### config.mk
export PLATFORM = sky130hd
export DESIGN_NAME = stc_ctrl
export DESIGN_NICKNAME = d
export VERILOG_FILES = /design/src/hdl/stc_pkg.sv /design/src/hdl/stc_ctrl.sv
export VERILOG_INCLUDE_DIRS = /design/src /design/src/hdl
export SDC_FILE = /design/constraint.sdc
export NUM_CORES = 1
export LEC_CHECK = 0
export BUFFER_PORTS_ARGS = -buffer_cell sky130_fd_sc_hd__buf_2
export CORE_MARGIN = 2
export CORE_UTILIZATION = 47
export DETAILED_ROUTE_END_ITERATION = 8
export GPL_TIMING_DRIVEN = 0
export PLACE_DENSITY = 0.71
export SLEW_MARGIN = 20
export SYNTH_ARGS = -nofsm -noshare
export SYNTH_HDL_FRONTEND = slang
export SYNTH_SLANG_ARGS = --single-unit
### constraint.sdc
create_clock -name clk -period 5.7 [get_ports clk]
set_clock_uncertainty 0.15 [all_clocks]
set_input_delay 0.285 -clock clk [delete_from_list [all_inputs] [get_ports clk]]
set_output_delay 0.285 -clock clk [all_outputs]
set_load 0.005 [all_outputs]
### src/hdl/slot_table_with_compaction_unit_assert.svh
// Assertion macros used by the slot table command sequencer.
`ifndef SLOT_TABLE_WITH_COMPACTION_UNIT_ASSERT_SVH
`define SLOT_TABLE_WITH_COMPACTION_UNIT_ASSERT_SVH

// Same-cycle implication, disabled while reset is asserted.
`define STC_ASSERT_IMPLY(label, clk, rst_n, ante, cons) \
    label: assert property (@(posedge clk) disable iff (!rst_n) (ante) |-> (cons)) \
        else $error("slot table assertion failed");

// Next-cycle implication, disabled while reset is asserted.
`define STC_ASSERT_NEXT(label, clk, rst_n, ante, cons) \
    label: assert property (@(posedge clk) disable iff (!rst_n) (ante) |=> (cons)) \
        else $error("slot table assertion failed");

`endif

### src/hdl/stc_pkg.sv
// Shared field widths, command codes and status codes of the slot table.
package stc_pkg;

    localparam int CMD_W    = 3;
    localparam int IDX_W    = 8;
    localparam int VAL_W    = 32;
    localparam int STATUS_W = 2;
    localparam int CAP_W    = 9;

    localparam logic [CAP_W-1:0] CAP_RESET = 9'd256;

    localparam logic [CMD_W-1:0] CMD_GET     = 3'd0;
    localparam logic [CMD_W-1:0] CMD_SET     = 3'd1;
    localparam logic [CMD_W-1:0] CMD_APPEND  = 3'd2;
    localparam logic [CMD_W-1:0] CMD_CLEAR   = 3'd3;
    localparam logic [CMD_W-1:0] CMD_COMPACT = 3'd4;

    localparam logic [STATUS_W-1:0] STAT_OK      = 2'd0;
    localparam logic [STATUS_W-1:0] STAT_INVALID = 2'd1;
    localparam logic [STATUS_W-1:0] STAT_EMPTY   = 2'd2;

endpackage

### src/hdl/stc_ctrl.sv
// Command sequencer: read-modify-write of single slots, compaction walk and clearing pass.
module stc_ctrl #(
    parameter int SLOTS       = 256,
    parameter int HANDLE_BITS = 32
) (
    input  logic                            clk,
    input  logic                            rst_n,
    input  logic [stc_pkg::CAP_W-1:0]       capacity,
    input  logic                            in_valid,
    output logic                            in_stall,
    input  logic [stc_pkg::CMD_W-1:0]       command,
    input  logic [stc_pkg::IDX_W-1:0]       slot_index,
    input  logic [stc_pkg::VAL_W-1:0]       entry_value,
    output logic                            out_valid,
    input  logic                            out_stall,
    output logic [stc_pkg::STATUS_W-1:0]    status,
    output logic [stc_pkg::VAL_W-1:0]       read_value,
    output logic [stc_pkg::CAP_W-1:0]       occupied_count,
    output logic                            mem_rd_en,
    output logic [$clog2(SLOTS)-1:0]        mem_rd_addr,
    input  logic [HANDLE_BITS:0]            mem_rd_data,
    output logic                            mem_wr_en,
    output logic [$clog2(SLOTS)-1:0]        mem_wr_addr,
    output logic [HANDLE_BITS:0]            mem_wr_data
);

    import stc_pkg::*;

`include "slot_table_with_compaction_unit_assert.svh"

    localparam int AW    = $clog2(SLOTS);
    localparam int CNT_W = $clog2(SLOTS + 1);
    localparam int CMP_W = (CNT_W > CAP_W) ? CNT_W : CAP_W;
    localparam int HB    = HANDLE_BITS;

    typedef enum logic [2:0] {
        ST_INIT,
        ST_IDLE,
        ST_EXEC,
        ST_MOVE,
        ST_SWEEP,
        ST_DONE
    } state_t;

    state_t                state_reg,     state_next;
    logic [CMD_W-1:0]      cmd_reg,       cmd_next;
    logic [IDX_W-1:0]      idx_reg,       idx_next;
    logic [HB-1:0]         val_reg,       val_next;
    logic [AW-1:0]         addr_reg,      addr_next;
    logic [CNT_W-1:0]      total_reg,     total_next;
    logic [CNT_W-1:0]      ptr_reg,       ptr_next;
    logic [CNT_W-1:0]      dst_reg,       dst_next;
    logic [CMP_W-1:0]      lim_reg,       lim_next;
    logic                  pend_reg,      pend_next;
    logic                  out_valid_reg, out_valid_next;
    logic [STATUS_W-1:0]   status_reg,    status_next;
    logic [VAL_W-1:0]      rdval_reg,     rdval_next;
    logic [CAP_W-1:0]      count_reg,     count_next;

    logic [CMP_W-1:0]      cap_ext;
    logic [CMP_W-1:0]      lim;
    logic [CMP_W-1:0]      idx_ext;
    logic [CMP_W-1:0]      tot_ext;
    logic                  out_free;
    logic                  load_out;
    logic                  slot_occ;
    logic [HB-1:0]         slot_val;

    // Capacity in use saturates at the built depth.
    assign cap_ext  = CMP_W'(capacity);
    assign lim      = (cap_ext > CMP_W'(SLOTS)) ? CMP_W'(SLOTS) : cap_ext;
    assign idx_ext  = CMP_W'(idx_reg);
    assign tot_ext  = CMP_W'(total_reg);
    assign out_free = !out_valid_reg || !out_stall;
    assign slot_occ = mem_rd_data[HB];
    assign slot_val = mem_rd_data[HB-1:0];

    // Next-state and memory access logic.
    always_comb
    begin
        state_next     = state_reg;
        cmd_next       = cmd_reg;
        idx_next       = idx_reg;
        val_next       = val_reg;
        addr_next      = addr_reg;
        total_next     = total_reg;
        ptr_next       = ptr_reg;
        dst_next       = dst_reg;
        lim_next       = lim_reg;
        pend_next      = pend_reg;
        status_next    = status_reg;
        rdval_next     = rdval_reg;
        count_next     = count_reg;
        out_valid_next = out_valid_reg && out_stall;
        load_out       = 1'b0;
        mem_rd_en      = 1'b0;
        mem_rd_addr    = '0;
        mem_wr_en      = 1'b0;
        mem_wr_addr    = '0;
        mem_wr_data    = '0;

        case (state_reg)
            // Clearing pass after reset: every slot is marked empty.
            ST_INIT:
            begin
                mem_wr_en   = 1'b1;
                mem_wr_addr = ptr_reg[AW-1:0];
                if (ptr_reg == CNT_W'(SLOTS - 1))
                begin
                    state_next = ST_IDLE;
                end
                ptr_next = ptr_reg + 1'b1;
            end

            // Accept a transaction and read its slot (for append, the slot at the count); compact reads nothing here.
            ST_IDLE:
            begin
                if (in_valid)
                begin
                    cmd_next  = command;
                    idx_next  = slot_index;
                    val_next  = HB'(entry_value);
                    mem_rd_en = 1'b1;
                    if (command == CMD_APPEND)
                    begin
                        mem_rd_addr = total_reg[AW-1:0];
                    end
                    else
                    begin
                        mem_rd_addr = AW'(slot_index);
                    end
                    addr_next = mem_rd_addr;
                    if (command == CMD_COMPACT)
                    begin
                        mem_rd_en  = 1'b0;
                        ptr_next   = '0;
                        dst_next   = '0;
                        lim_next   = lim;
                        pend_next  = 1'b0;
                        state_next = ST_MOVE;
                    end
                    else
                    begin
                        state_next = ST_EXEC;
                    end
                end
            end

            // Slot data is back: decide, write back and post the result.
            ST_EXEC:
            begin
                if (out_free)
                begin
                    load_out    = 1'b1;
                    status_next = STAT_OK;
                    rdval_next  = '0;
                    mem_wr_addr = addr_reg;
                    case (cmd_reg)
                        CMD_GET:
                        begin
                            if (idx_ext >= lim)
                            begin
                                status_next = STAT_INVALID;
                            end
                            else if (!slot_occ)
                            begin
                                status_next = STAT_EMPTY;
                            end
                            else
                            begin
                                rdval_next = VAL_W'(slot_val);
                            end
                        end
                        CMD_SET:
                        begin
                            if (idx_ext >= lim)
                            begin
                                status_next = STAT_INVALID;
                            end
                            else
                            begin
                                mem_wr_en   = 1'b1;
                                mem_wr_data = {1'b1, val_reg};
                                if (!slot_occ)
                                begin
                                    total_next = total_reg + 1'b1;
                                end
                            end
                        end
                        CMD_APPEND:
                        begin
                            if (tot_ext >= lim || slot_occ)
                            begin
                                status_next = STAT_INVALID;
                            end
                            else
                            begin
                                mem_wr_en   = 1'b1;
                                mem_wr_data = {1'b1, val_reg};
                                total_next  = total_reg + 1'b1;
                            end
                        end
                        CMD_CLEAR:
                        begin
                            if (idx_ext >= lim)
                            begin
                                status_next = STAT_INVALID;
                            end
                            else if (slot_occ)
                            begin
                                mem_wr_en = 1'b1;
                                if (total_reg != '0)
                                begin
                                    total_next = total_reg - 1'b1;
                                end
                            end
                        end
                        default:
                        begin
                            status_next = STAT_INVALID;
                        end
                    endcase
                    count_next     = CAP_W'(total_next);
                    out_valid_next = 1'b1;
                    state_next     = ST_IDLE;
                end
            end

            // Compaction walk: read each slot, copy occupied ones down.
            ST_MOVE:
            begin
                if (pend_reg && slot_occ)
                begin
                    mem_wr_en   = 1'b1;
                    mem_wr_addr = dst_reg[AW-1:0];
                    mem_wr_data = mem_rd_data;
                    dst_next    = dst_reg + 1'b1;
                end
                if (CMP_W'(ptr_reg) < lim_reg)
                begin
                    mem_rd_en   = 1'b1;
                    mem_rd_addr = ptr_reg[AW-1:0];
                    ptr_next    = ptr_reg + 1'b1;
                    pend_next   = 1'b1;
                end
                else
                begin
                    pend_next = 1'b0;
                    if (!pend_reg)
                    begin
                        ptr_next   = dst_reg;
                        state_next = ST_SWEEP;
                    end
                end
            end

            // Empty the slots above the packed region.
            ST_SWEEP:
            begin
                if (CMP_W'(ptr_reg) < lim_reg)
                begin
                    mem_wr_en   = 1'b1;
                    mem_wr_addr = ptr_reg[AW-1:0];
                    ptr_next    = ptr_reg + 1'b1;
                end
                else
                begin
                    state_next = ST_DONE;
                end
            end

            // Post the compaction result.
            ST_DONE:
            begin
                if (out_free)
                begin
                    status_next    = STAT_OK;
                    rdval_next     = '0;
                    count_next     = CAP_W'(total_reg);
                    out_valid_next = 1'b1;
                    state_next     = ST_IDLE;
                end
            end

            default:
            begin
                state_next = ST_IDLE;
            end
        endcase
    end

    // State and registered outputs.
    always_ff @(posedge clk or negedge rst_n)
    begin
        if (!rst_n)
        begin
            state_reg     <= ST_INIT;
            total_reg     <= '0;
            ptr_reg       <= '0;
            dst_reg       <= '0;
            lim_reg       <= '0;
            pend_reg      <= 1'b0;
            out_valid_reg <= 1'b0;
            status_reg    <= '0;
            rdval_reg     <= '0;
            count_reg     <= '0;
        end
        else
        begin
            state_reg     <= state_next;
            total_reg     <= total_next;
            ptr_reg       <= ptr_next;
            dst_reg       <= dst_next;
            lim_reg       <= lim_next;
            pend_reg      <= pend_next;
            out_valid_reg <= out_valid_next;
            status_reg    <= status_next;
            rdval_reg     <= rdval_next;
            count_reg     <= count_next;
        end
    end

    // Transaction payload registers.
    always_ff @(posedge clk)
    begin
        cmd_reg    <= cmd_next;
        idx_reg    <= idx_next;
        val_reg    <= val_next;
        addr_reg   <= addr_next;
    end

    assign in_stall       = (state_reg != ST_IDLE);
    assign out_valid      = out_valid_reg;
    assign status         = status_reg;
    assign read_value     = rdval_reg;
    assign occupied_count = count_reg;

    // The count never passes the built depth.
    `STC_ASSERT_IMPLY(a_total_bound, clk, rst_n, 1'b1, CMP_W'(total_reg) <= CMP_W'(SLOTS))
    // The count moves only when a single-slot result is posted.
    `STC_ASSERT_NEXT(a_total_hold, clk, rst_n, !load_out, $stable(total_reg))
    // During compaction the write pointer never overtakes the read pointer.
    `STC_ASSERT_IMPLY(a_move_order, clk, rst_n, state_reg == ST_MOVE, dst_reg <= ptr_reg)
    // A new result appears only out of the finishing states.
    `STC_ASSERT_IMPLY(a_result_source, clk, rst_n, $rose(out_valid_reg),
        $past(state_reg == ST_EXEC) || $past(state_reg == ST_DONE))

endmodule

### After elaboration in Yosys (flattened, before gate mapping)

Cells that the tools add are included.

* bits in registers: 135
* latch bits: 0
* ROM bits: 0
* bits in writable memories: 0
* memories kept: 0
* output and inout port bits: 96

* magnitude comparators: 4
* eq/ne operators: 24
* muxes and demuxes: 71
* div/mod/pow operators: 0
* add/subtract/negate cells: 4
* bitwise operators: 0
* $mul: 0
* reductions and logical operators: 22
* shift operators: 0

Operators with widths (count)
* $mux 32: 5
* $mux 9: 15
* $mux 33: 4
* $pmux 33 s2: 2
* $pmux 32 s2: 1
* $mux 8: 5
* $pmux 9 s2: 2
* $pmux 9 s4: 1
* $pmux 8 s4: 1
* $add 9x1->9 const B: 3
* $pmux 9 s3: 1
* $ne 2x2->1 const B: 10
* $mux 3: 6
* $mux 1: 16
* $pmux 8 s2: 1
* $eq 3x2->1 const B: 5
* $pmux 3 s5: 1
* $eq 3x3->1 const B: 3
* $eq 9x8->1 const B: 1
* $ge 8x9->1: 1
* $ge 9x9->1: 1
* $gt 9x9->1 const B: 1
* $lt 9x9->1: 1
* $reduce_and 3->1: 3
* 23 further kinds: 35

### Depth between registers and ports, before layout

Gate-level depths: netlist of the first run.

* depth after elaboration: 8
* gate-level depth with buffers: 13

### Worst setup path before layout of the first run

OpenSTA, ideal clock, no wires.

* path type: register to output
* start: register state_reg[2]
* end: output port mem_rd_addr[0]
* slack: 2.336 ns
* data arrival time: 2.929 ns
* cell stages (with the launch flop): 6
* required time: 5.265 ns
* path buffers: 1
* path through: dfrtp_1 -> nand2b_1 -> or3_1 -> inv_1 -> clkbuf_1 -> a22o_1

* longest elaborated chain between the ends: 2
* elaborated cells on any way between the ends: 3
* those cells by class: eq/ne (2); mux (1)

Ends and longest elaborated chain
* start, declared: RTL line stc_ctrl.sv:45 `state_t state_reg, state_next;`
* start signal, assigned: RTL line stc_ctrl.sv:310 `state_reg <= state_next;`
* $eq 3x2->1 or $eq 3x1->1 (tied branches): RTL line stc_ctrl.sv:102 `case (state_reg)`
* $pmux 8 s2 (*): RTL line stc_ctrl.sv:102
* end, declared: RTL line stc_ctrl.sv:20 `output logic [$clog2(SLOTS)-1:0] mem_rd_addr,`

Every way passes the cells marked *; elsewhere a longest branch is shown, timed or not.

### Final worst setup path of the first run

* start: input port capacity[8] in the netlist's numbering
* end: output port mem_wr_data[31]

* longest elaborated chain between the ends: 8
* elaborated cells on any way between the ends: 10
* those cells by class: order compare (3); mux (6); reduce/logical (1)

Ends and longest elaborated chain
* start, declared: RTL line stc_ctrl.sv:8 `input logic [stc_pkg::CAP_W-1:0] capacity,`
* $gt 9x9->1: RTL line stc_ctrl.sv:71 `assign lim = (cap_ext > CMP_W'(SLOTS)) ? CMP_W'(SLOTS) : cap_ext;`
* $mux 9 (*): RTL line stc_ctrl.sv:71
* $ge 9x9->1: RTL line stc_ctrl.sv:192 `if (tot_ext >= lim || slot_occ)`
* $logic_or 1x1->1: RTL line stc_ctrl.sv:192
* $mux 33: RTL line stc_ctrl.sv:192
* $pmux 33 s2 (*): RTL line stc_ctrl.sv:158 `case (cmd_reg)`
* $mux 33 (*): RTL line stc_ctrl.sv:152 `if (out_free)`
* $pmux 33 s2 (*): RTL line stc_ctrl.sv:102
* end, declared: RTL line stc_ctrl.sv:24 `output logic [HANDLE_BITS:0] mem_wr_data`

Marked as above.

==> results of run 1 <==
## power groups by stage
stage / logic [mW] / registers, mW / clock network [mW]
floorplan: 1.06 / 1.44 / 0
global placement: 1.54 / 1.49 / 0
detailed placement: 1.59 / 1.49 / 0
CTS: 1.64 / 1.47 / 1.03
global route: 1.85 / 1.51 / 1.08
finish: 1.67 / 1.48 / 1.03
## placed cells by master, fill, tap and decap left out, types with 7 or more instances in the layout
cell type,instances
a21oi_1,32
a222oi_1,8
a22o_1,79
and3_1,10
buf_2,186
clkbuf_1,29
clkbuf_16,17
dfrtp_1,84
dlygate4sd3_1,76
edfxtp_1,51
ha_1,30
inv_1,27
mux2_2,11
nand2_1,65
nand2b_1,12
nand3_1,10
nor2_1,39
o21ai_0,40
or3_1,7
## per-layer routing
| layer | vias to the layer above | GRT usage [%] | routed length (um) | share of wire (%) |
|---|---|---|---|---|
| li1 | 3028 | - | - | - |
| met1 | 3235 | 36.2 | 9100 | 40 |
| met2 | 367 | 47.7 | 11300 | 49 |
| met3 | 46 | 7.48 | 1820 | 8.0 |
| met4 | 0 | 10.9 | 639 | 2.8 |
| met5 | - | 0 | 0 | 0 |
## worst reg2reg max path: stages, from the launching register on
cell and delay (ns):
edfxtp_1 0.38, ha_1 0.34, a21o_1 0.19, a221o_1 0.36
a221oi_1 0.60, o32a_1 0.26, buf_2 0.22, a21boi_0 0.29
a221oi_1 0.12, nor2_1 0.14, a21oi_1 0.08
## per-stage QoR
| step | std cells | hold slack, ns | cell area [um^2] | power, mW |
|---|---|---|---|---|
| 2_1_floorplan | 654 | -0.161 | 7030 | 2.50 |
| 3_3_place_gp | 1021 | 0.311 | 8170 | 3.03 |
| 3_5_place_dp | 1023 | 0.161 | 8240 | 3.08 |
| 5_1_grt | 1131 | 0.0846 | 9550 | 4.43 |
| 4_1_cts | 1131 | 0.0562 | 9550 | 4.14 |
| 6_report | 1131 | 0.0688 | 9550 | 4.18 |
## timing repair
| item | CTS | global route |
|---|---|---|
| hold buffers | 76 | 0 |
| setup endpoints to repair | 0 | 0 |
| hold endpoints to repair | 116 | 0 |
## kinds of logic (layout without fill, tap and decap cells)
group	Yosys count	in the layout	share of synthesized area, %
AOI/OAI and AO/OA	218	218	23.2
xor gates and xnor gates	11	11	1.37
adders and majority gates	30	30	5.34
buffers and inverters	65	358	3.70
DFF	135	135	51.7
muxes	14	14	2.19
and+or+nand+nor	181	181	12.4
## layout make-up
type | instances | area (um^2) | area share (%)
flip-flops and latches | 135 | 3630 | 38.1
multi-input cells | 454 | 3140 | 32.9
repair buffers | 261 | 1730 | 18.1
clock buffers | 20 | 457 | 4.78
well taps | 184 | 230 | 2.41
plain buffers | 38 | 163 | 1.70
inverters | 27 | 101 | 1.06
clock inverters | 12 | 95.1 | 0.996
## worst paths after layout
| kind | start | end | slack (ns) | cells past startpoint |
|---|---|---|---|---|
| setup / recovery | capacity[8] | mem_wr_data[31] | 1.35 | 13 |
| hold / removal | capacity[3] | lim_reg[3]$_DFFE_PN0P_ | 0.07 | 3 |
| setup reg to reg | idx_reg[4]$_DFFE_PP_ | occupied_count[3]$_DFFE_PN0P_ | 2.45 | 10 |
| hold reg to reg | lim_reg[4]$_DFFE_PN0P_ | lim_reg[4]$_DFFE_PN0P_ | 0.34 | 2 |
| max in group asynchronous | rst_n | read_value[10]$_DFFE_PN0P_ | 4.55 | 3 |
| min in group asynchronous | rst_n | tot_ext[6]$_DFFE_PN0P_ | 0.25 | 2 |
==> run_results.csv, run 1 <==
group,metric,value,unit
floorplan,die_width,126,um
grt,grt_max_degree,44,
pwr,peakVddDrop,270,uV
timing,setup_slack,1.35,ns
route,drc,0,
place,dp.final_hpwl,15800,um
cts,cts-root-buf,"clkbuf_16",
floorplan,row_count,44,
timing,fmax,230,MHz
cts,cts_buffer_depth,2,
floorplan,initial_core_util,48.2,%
pwr,p_seq_share,35.5,%
timing,finalSetupViolations,0,
route,drtAntennaViolNets,0,
grt,track_usage,28.7,%
critical_path,cpLargestDelayFamily,"compound AO/OA/AOI/OAI gates",
grt,antenna_found_initial,0,
place,portBuffers,183,
grt,grt-ovfl-total,0,
synth,synth-edff-count,51,
route,viasPerCell,5.90,
route,first_pass_iters,6,
floorplan,core_area,14600,um^2
floorplan,die_h,126,um
critical_path,cp-end-kind,"primary output",
cts,cts_resized,0,
timing,worst_pin_slew,0.983,ns
cts,clkSinkCount,135,
layout,antenna_cells,0,
synth,async_flop_share,62.2,%
synth,synth-main-ff-cell,"dfrtp_1",
synth,synth_area_leaders,"dfrtp_1 (30%), edfxtp_1 (22%), a22o_1 (9.8%), ha_1 (5.3%), nand2_1 (3.5%)",
synth,ys_warn_count,0,
critical_path,worstPathMaxFanout,10,
pwr,power_leakage,4.50,nW
synth,synth_area,7030,um^2
layout,drive_above_1_share,26.9,%
outcome,status,"completed",
cts,cts_buffers,17,
critical_path,cpMaxStageDelayCell,"a21boi_1",
pwr,power_density,438,nW/um^2
synth,ys_top_cells_by_count,"dfrtp_1 (84), a22o_1 (79), nand2_1 (65), edfxtp_1 (51), o21ai_0 (40)",
floorplan,boundaryPins,185,
synth,netlist_instances,654,
worst_hold_path,hp-class,"primary input to flip-flop",
timing,relSlewSlack,34.0,%
synth,seq_area_frac_synth,51.7,%
synth,synth_top_area_share,29.9,%
cts,clk_pin_slew,0.06,ns
route,wl,22800,um
synth,ys_seq_elements,135,
timing,hold_violations,0,
route,drtIter0Drc,701,
pwr,pwr-share-comb,40.0,%
cts,cts_tree,"done",
place,dp_slack,1.43,ns
synth,syn_nets,773,
layout,fin_nets,1053,
pwr,internal_power,2.55,mW
critical_path,start_kind,"primary input",
pwr,switching_power,1.64,mW
layout,syn_to_final_growth,35.9,%
cts,post_cts_buffers,0,
synth,synth_top_cell_by_area,"dfrtp_1",
layout,nFillCells,1104,
critical_path,cp.required,5.27,ns
grt,grt_pass1_wl,35600,um
route,wire_per_inst,20.2,um
layout,fin_util,65.5,%
cts,clkLatencyLatePin,0.43,ns
timing,fin_setup_tns,0,ns
floorplan,die-area,15900,um^2
critical_path,worstPathArrival,3.92,ns
critical_path,crit_type,"primary input to primary output",
flow_run,cap_violations,0,
pwr,sw_frac_of_total,39.1,%
timing,period_share,76.4,%
pwr,clockPowerShare,24.5,%
synth,avgSynthCellArea,10.7,um^2
grt,grt_pass1_vias,6761,
place,place_congestion,0.894,
critical_path,cp_num_buf_inv,5,
timing,maxSlewViolCount,0,
critical_path,cp_cell_sequence,"buf_2, inv_1, clkbuf_1, nand2_1, ha_1, a21o_1, a221o_1, a41oi_1, o21bai_1, a21boi_1, clkbuf_1, a22o_1, buf_2",
cts,htreeDepth,4,
synth,synth.most_common_cell,"dfrtp_1",
synth,ys_types,68,
timing,rsz0062_at_grt,"no",
route,dr_total_vias,6676,
critical_path,critPathMaxStageDelay,0.53,ns
timing,post-route-min-period,4.35,ns
Power figures use the tool's default switching activity.
==> inputs of run 2 (changes only) <==
ABC_AREA = 1   (was default)
PLACE_DENSITY = 0.7   (was 0.71)
clock period = 4.05 ns   (was 5.7 ns; I/O delays follow)
==> run_results.csv, run 2 <==
group,metric,value,unit
timing,worst_pin_slew,0.801,ns
cts,clk_pin_slew,0.06,ns
grt,grt_pass1_wl,40800,um
place,place_congestion,0.928,
synth,ys_seq_elements,135,
critical_path,crit_type,"primary input to primary output",
worst_hold_path,min_delay_path_depth,3,
critical_path,cp-end-kind,"primary output",
synth,avgSynthCellArea,7.95,um^2
floorplan,die_width,132,um
route,wire_per_inst,17.2,um
floorplan,boundaryPins,185,
synth,syn_nets,1093,
timing,finalSetupViolations,0,
critical_path,cp.required,3.70,ns
layout,mostFrequentLayoutCells,"nand2_1 (245), buf_2 (193), o21ai_0 (129)",
timing,hold_violations,0,
floorplan,die-area,17500,um^2
cts,htreeDepth,4,
grt,antenna_found_initial,0,
synth,netlist_instances,974,
critical_path,worstPathArrival,3.53,ns
layout,antenna_cells,0,
synth,synth-main-ff-cell,"dfrtp_1",
route,first_pass_iters,5,
floorplan,core_area,16000,um^2
pwr,power,6.20,mW
synth,synth-edff-count,51,
synth,synth.most_common_cell,"nand2_1",
critical_path,r2r_start,"tot_ext[1]$_DFFE_PN0P_",
worst_hold_path,min_from,"capacity[3]",
critical_path,worstReg2RegEnd,"tot_ext[3]$_DFFE_PN0P_",
synth,synth_area_leaders,"dfrtp_1 (27%), edfxtp_1 (20%), nand2_1 (12%), o21ai_0 (8.3%), nand3_1 (6.0%)",
pwr,power_density,591,nW/um^2
place,dp.final_hpwl,18200,um
outcome,status,"completed",
route,dr_total_vias,8047,
pwr,peakVddDrop,367,uV
synth,async_flop_share,62.2,%
synth,ys_warn_count,0,
floorplan,initial_core_util,48.4,%
cts,clkSinkCount,135,
critical_path,reg2reg_setup_slack,1.22,ns
route,viasPerCell,5.39,
worst_hold_path,holdPathEnd,"lim_reg[3]$_DFFE_PN0P_",
critical_path,start_kind,"primary input",
route,drc,0,
timing,relSlewSlack,46.2,%
pwr,power_leakage,5.22,nW
synth,ys_top_cells_by_count,"nand2_1 (245), o21ai_0 (129), inv_1 (122), nand3_1 (93), dfrtp_1 (84)",
place,dp_slack,0.620,ns
layout,fin_nets,1382,
route,wl,25600,um
grt,track_usage,29.5,%
timing,fmax,258,MHz
place,portBuffers,184,
critical_path,rr_worst_depth,13,
critical_path,worstPathMaxFanout,10,
floorplan,die_h,132,um
layout,fin_util,65.5,%
synth,seq_area_frac_synth,46.9,%
timing,setup_slack,0.170,ns
worst_hold_path,hp-class,"primary input to flip-flop",
layout,syn_to_final_growth,35.4,%
cts,clkLatencyLatePin,0.43,ns
cts,cts_tree,"done",
grt,grt-ovfl-total,0,
grt,grt_pass1_vias,7965,
route,drtAntennaViolNets,0,
cts,cts_buffers,17,
synth,synth_area,7740,um^2
layout,drive_above_1_share,20.1,%
cts,cts_buffer_depth,2,
timing,period_share,95.8,%
synth,synth_top_cell_by_area,"dfrtp_1",
cts,cts-root-buf,"clkbuf_16",
timing,maxSlewViolCount,0,
synth,ys_types,41,
timing,fin_hold_ws,0.00600,ns
timing,post-route-min-period,3.88,ns
route,drtIter0Drc,731,
grt,grt_max_degree,69,
floorplan,row_count,46,
synth,synth_top_area_share,27.2,%
layout,layout.cells.most_common,"nand2_1",
flow_run,cap_violations,0,
run 2: metrics by stage:
| step | TNS [ns] | cell area (um^2) | cells |
|---|---|---|---|
| after global routing | -0.0335 | 10500 | 1492 |
| final | 0 | 10500 | 1492 |
| after detailed placement | 0 | 8980 | 1376 |
| after global placement | 0 | 8930 | 1374 |
| after CTS | 0 | 10400 | 1489 |
| after floorplan | 0 | 7740 | 974 |
run 2: worst max path at each step:
stage,from,end,slack [ns],cells after the start
5_1_grt,capacity[6],mem_wr_data[2],-0.01,17
4_1_cts,capacity[6],mem_wr_data[30],0.05,16
3_5_place_dp,capacity[6],mem_wr_data[30],0.62,15
6_report,capacity[6],mem_wr_data[2],0.17,17
3_3_place_gp,capacity[6],mem_wr_data[2],0.67,15
2_1_floorplan,state_reg[2]$_DFFE_PN0P_,addr_reg[0]$_DFFE_PP_,1.52,4
run 2: cells by family after synthesis:
| logic type | after synthesis | synth area share [%] |
|---|---|---|
| DFF | 135 | 46.9 |
| xor gates and xnor gates | 15 | 1.70 |
| adders and majority gates | 30 | 4.85 |
| buffers and inverters | 167 | 8.31 |
| AOI/OAI and AO/OA | 191 | 13.4 |
| and+or+nand+nor | 436 | 24.8 |
run 2: per-layer routing:
metal  track usage, %  part of all wire [%]  vias to the layer above
li1                 -                     -                     3831
met1             36.5                    41                     3779
met2             50.4                    49                      376
met3             6.11                   7.1                       61
met4             12.0                   3.2                        0
met5                0                     0                        -
run 2: power by group:
| part | switching, mW | total [mW] | internal (mW) |
|---|---|---|---|
| sequential | 0.261 | 2.04 | 1.78 |
| combinational | 1.62 | 2.43 | 0.817 |
| clock | 0.665 | 1.72 | 1.05 |
run 2: timing repair:
item                       in CTS  in global routing
setup buffers                   0                  3
setup endpoints to repair       0                 31
hold endpoints to repair      163                  0
resized for setup               0                  2
hold buffers                   81                  0
run 2: worst max-delay path, stage by stage:
cell and delay [ns]:
dlygate4sd3_1 0.54, buf_2 0.13, nor4_1 0.27, a31oi_1 0.14, inv_1 0.09, nand2_1 0.12
ha_1 0.33, a21oi_1 0.14, nor2_1 0.05, a21oi_1 0.34, nand3_1 0.20, o21ai_4 0.14
buf_4 0.16, buf_2 0.22, nand3_1 0.13, o21ai_0 0.14, buf_2 0.17
run 2: final cells by class:
cell class | count | area (um^2)
clock buffer | 18 | 429
buffer | 37 | 153
inverter | 130 | 490
tap | 216 | 270
sequential | 135 | 3630
multi-input combinational | 672 | 3480
timing repair buffer | 270 | 1810
clock inverter | 14 | 214
fill | 1382 | 5520
==> inputs of run 3 (changes only) <==
ABC_AREA = 0   (was 1)
PLACE_DENSITY = 0.71   (was 0.7)
==> run_results.csv, run 3 (synthesis results as in run 1) <==
group,metric,value,unit
route,drc,0,
route,wl_met2,11200,um
timing,hold_violations,0,
critical_path,r2r_start,"idx_reg[4]$_DFFE_PP_",
critical_path,worstPathArrival,3.41,ns
layout,fin_nets,1058,
layout,stdcell_area,9610,um^2
timing,relSlewSlack,37.0,%
outcome,status,"completed",
timing,finalSetupViolations,0,
worst_hold_path,hp-class,"primary input to flip-flop",
critical_path,cpMaxStageDelayCell,"a221o_1",
layout,drive_above_1_share,27.2,%
layout,multi_input_area,3150,um^2
pwr,power_density,613,nW/um^2
grt,grt_max_degree,44,
grt,grt_pass1_wl,35700,um
pwr,peakVddDrop,381,uV
floorplan,die-area,15900,um^2
timing,rsz0062_at_grt,"yes",
floorplan,initial_core_util,48.2,%
pwr,clockPowerShare,24.5,%
critical_path,start_kind,"primary input",
layout,nFillCells,1104,
critical_path,reg2reg_setup_slack,0.81,ns
pwr,switching_power,2.30,mW
floorplan,die_width,126,um
route,met3_length,1920,um
critical_path,cpLargestDelayFamily,"compound AO/OA/AOI/OAI gates",
floorplan,die_h,126,um
critical_path,critPathMaxStageDelay,0.36,ns
route,dr_total_vias,6677,
critical_path,crit_path_start,"capacity[8]",
pwr,internal_power,3.59,mW
route,drtIter0Drc,702,
flow_run,cap_violations,0,
worst_hold_path,min_from,"capacity[5]",
cts,htreeDepth,4,
route,wl,22800,um
grt,antenna_found_initial,0,
timing,fin_setup_tns,0,ns
cts,clkSinkCount,135,
route,wire_per_inst,20.1,um
grt,grt-ovfl-total,0,
route,dr.max_layer_used,"met4",
place,place_area,8240,um^2
critical_path,cp_cell_sequence,"buf_2, inv_1, clkbuf_1, nand2_1, ha_1, a21o_1, a221o_1, a41oi_1, o21bai_1, a21boi_2, clkbuf_2, a22o_1, buf_2",
critical_path,worstReg2RegEnd,"occupied_count[3]$_DFFE_PN0P_",
timing,fmax,266,MHz
place,dp_slack,-0.0573,ns
cts,post_cts_buffers,0,
route,drtAntennaViolNets,0,
place,place_congestion,0.894,
place,dp.final_hpwl,15800,um
worst_hold_path,holdPathEnd,"lim_reg[5]$_DFFE_PN0P_",
critical_path,rr_worst_depth,10,
layout,syn_to_final_growth,36.7,%
grt,track_usage,28.8,%
layout,regArea,3630,um^2
layout,layout.cells.most_common,"buf_2",
timing,worst_pin_slew,0.938,ns
timing,post-route-min-period,3.76,ns
cts,clkLatencyLatePin,0.43,ns
pwr,power_leakage,4.53,nW
cts,cts-root-buf,"clkbuf_16",
floorplan,boundaryPins,185,
critical_path,cp_num_buf_inv,5,
layout,mostFrequentLayoutCells,"buf_2 (186), dfrtp_1 (84), dlygate4sd3_1 (81)",
critical_path,crit_type,"primary input to primary output",
pwr,pwr-share-comb,40.0,%
route,viasPerCell,5.88,
cts,clk_pin_slew,0.06,ns
critical_path,cp-end-kind,"primary output",
timing,setup_slack,0.288,ns
route,first_pass_iters,6,
pwr,power,5.89,mW
critical_path,worstPathMaxFanout,10,
floorplan,core_area,14600,um^2
worst_hold_path,min_delay_path_depth,3,
cts,cts_tree,"done",
pwr,p_seq_share,35.5,%
route,wl_met1,9060,um
grt,grt_pass1_vias,6774,
pwr,sw_frac_of_total,39.1,%
place,portBuffers,183,
cts,cts_buffer_depth,2,
layout,fin_util,65.8,%
cts,cts_buffers,17,
timing,period_share,92.9,%
critical_path,cp.required,3.70,ns
floorplan,row_count,44,
timing,maxSlewViolCount,0,
layout,antenna_cells,0,
critical_path,path_common_cell,"buf_2",
-- run 3: worst max-delay path by stage --
stage          cells past startpoint              end  slack (ns)
6_report                          13  mem_wr_data[31]        0.29
5_1_grt                           13  mem_wr_data[31]        0.01
4_1_cts                           13  mem_wr_data[31]        0.09
3_5_place_dp                      13  mem_wr_data[31]       -0.06
3_3_place_gp                       6   mem_rd_addr[0]       -0.16
2_1_floorplan                      5   mem_rd_addr[0]        0.77
-- run 3: tightest hold or removal path: cells and delay by family --
kind	cells	cell delay, ns
AO/OA/AOI/OAI	1	0.11
buffers and inverters	1	0.10
AND/OR/NAND/NOR	1	0.12
-- run 3: cell type report --
type / instances / share of cell area (%)
flip-flops and latches: 135 / 37.8
multi-input cells: 454 / 32.8
repair buffers: 266 / 18.5
clock buffers: 20 / 4.75
well taps: 184 / 2.40
plain buffers: 38 / 1.73
inverters: 27 / 1.05
clock inverters: 12 / 0.990
-- run 3: repair_timing --
item	CTS	global route
endpoints found under the hold margin	121	0
endpoints found under the setup margin	4	30
gates resized for setup	1	6
hold buffers	81	0
-- run 3: stage by stage --
step	hold WS, ns	std cells
2_1_floorplan	-0.243	654
3_3_place_gp	0.229	1021
3_5_place_dp	0.0789	1023
4_1_cts	0.0119	1136
5_1_grt	0.0420	1136
6_report	0.00000205	1136
-- run 3: power by group through the flow --
| stage | sequential, mW | clock [mW] | combinational [mW] |
|---|---|---|---|
| floorplan | 2.03 | 0 | 1.49 |
| CTS | 2.07 | 1.45 | 2.31 |
| global route | 2.12 | 1.52 | 2.60 |
| global placement | 2.10 | 0 | 2.16 |
| finish | 2.09 | 1.44 | 2.36 |
| detailed placement | 2.09 | 0 | 2.24 |
-- run 3: per-layer routing --
layer	vias to the layer above	track usage [%]
met5	-	0
met4	0	10.7
met3	54	7.39
met2	394	47.9
met1	3199	36.2
li1	3030	-
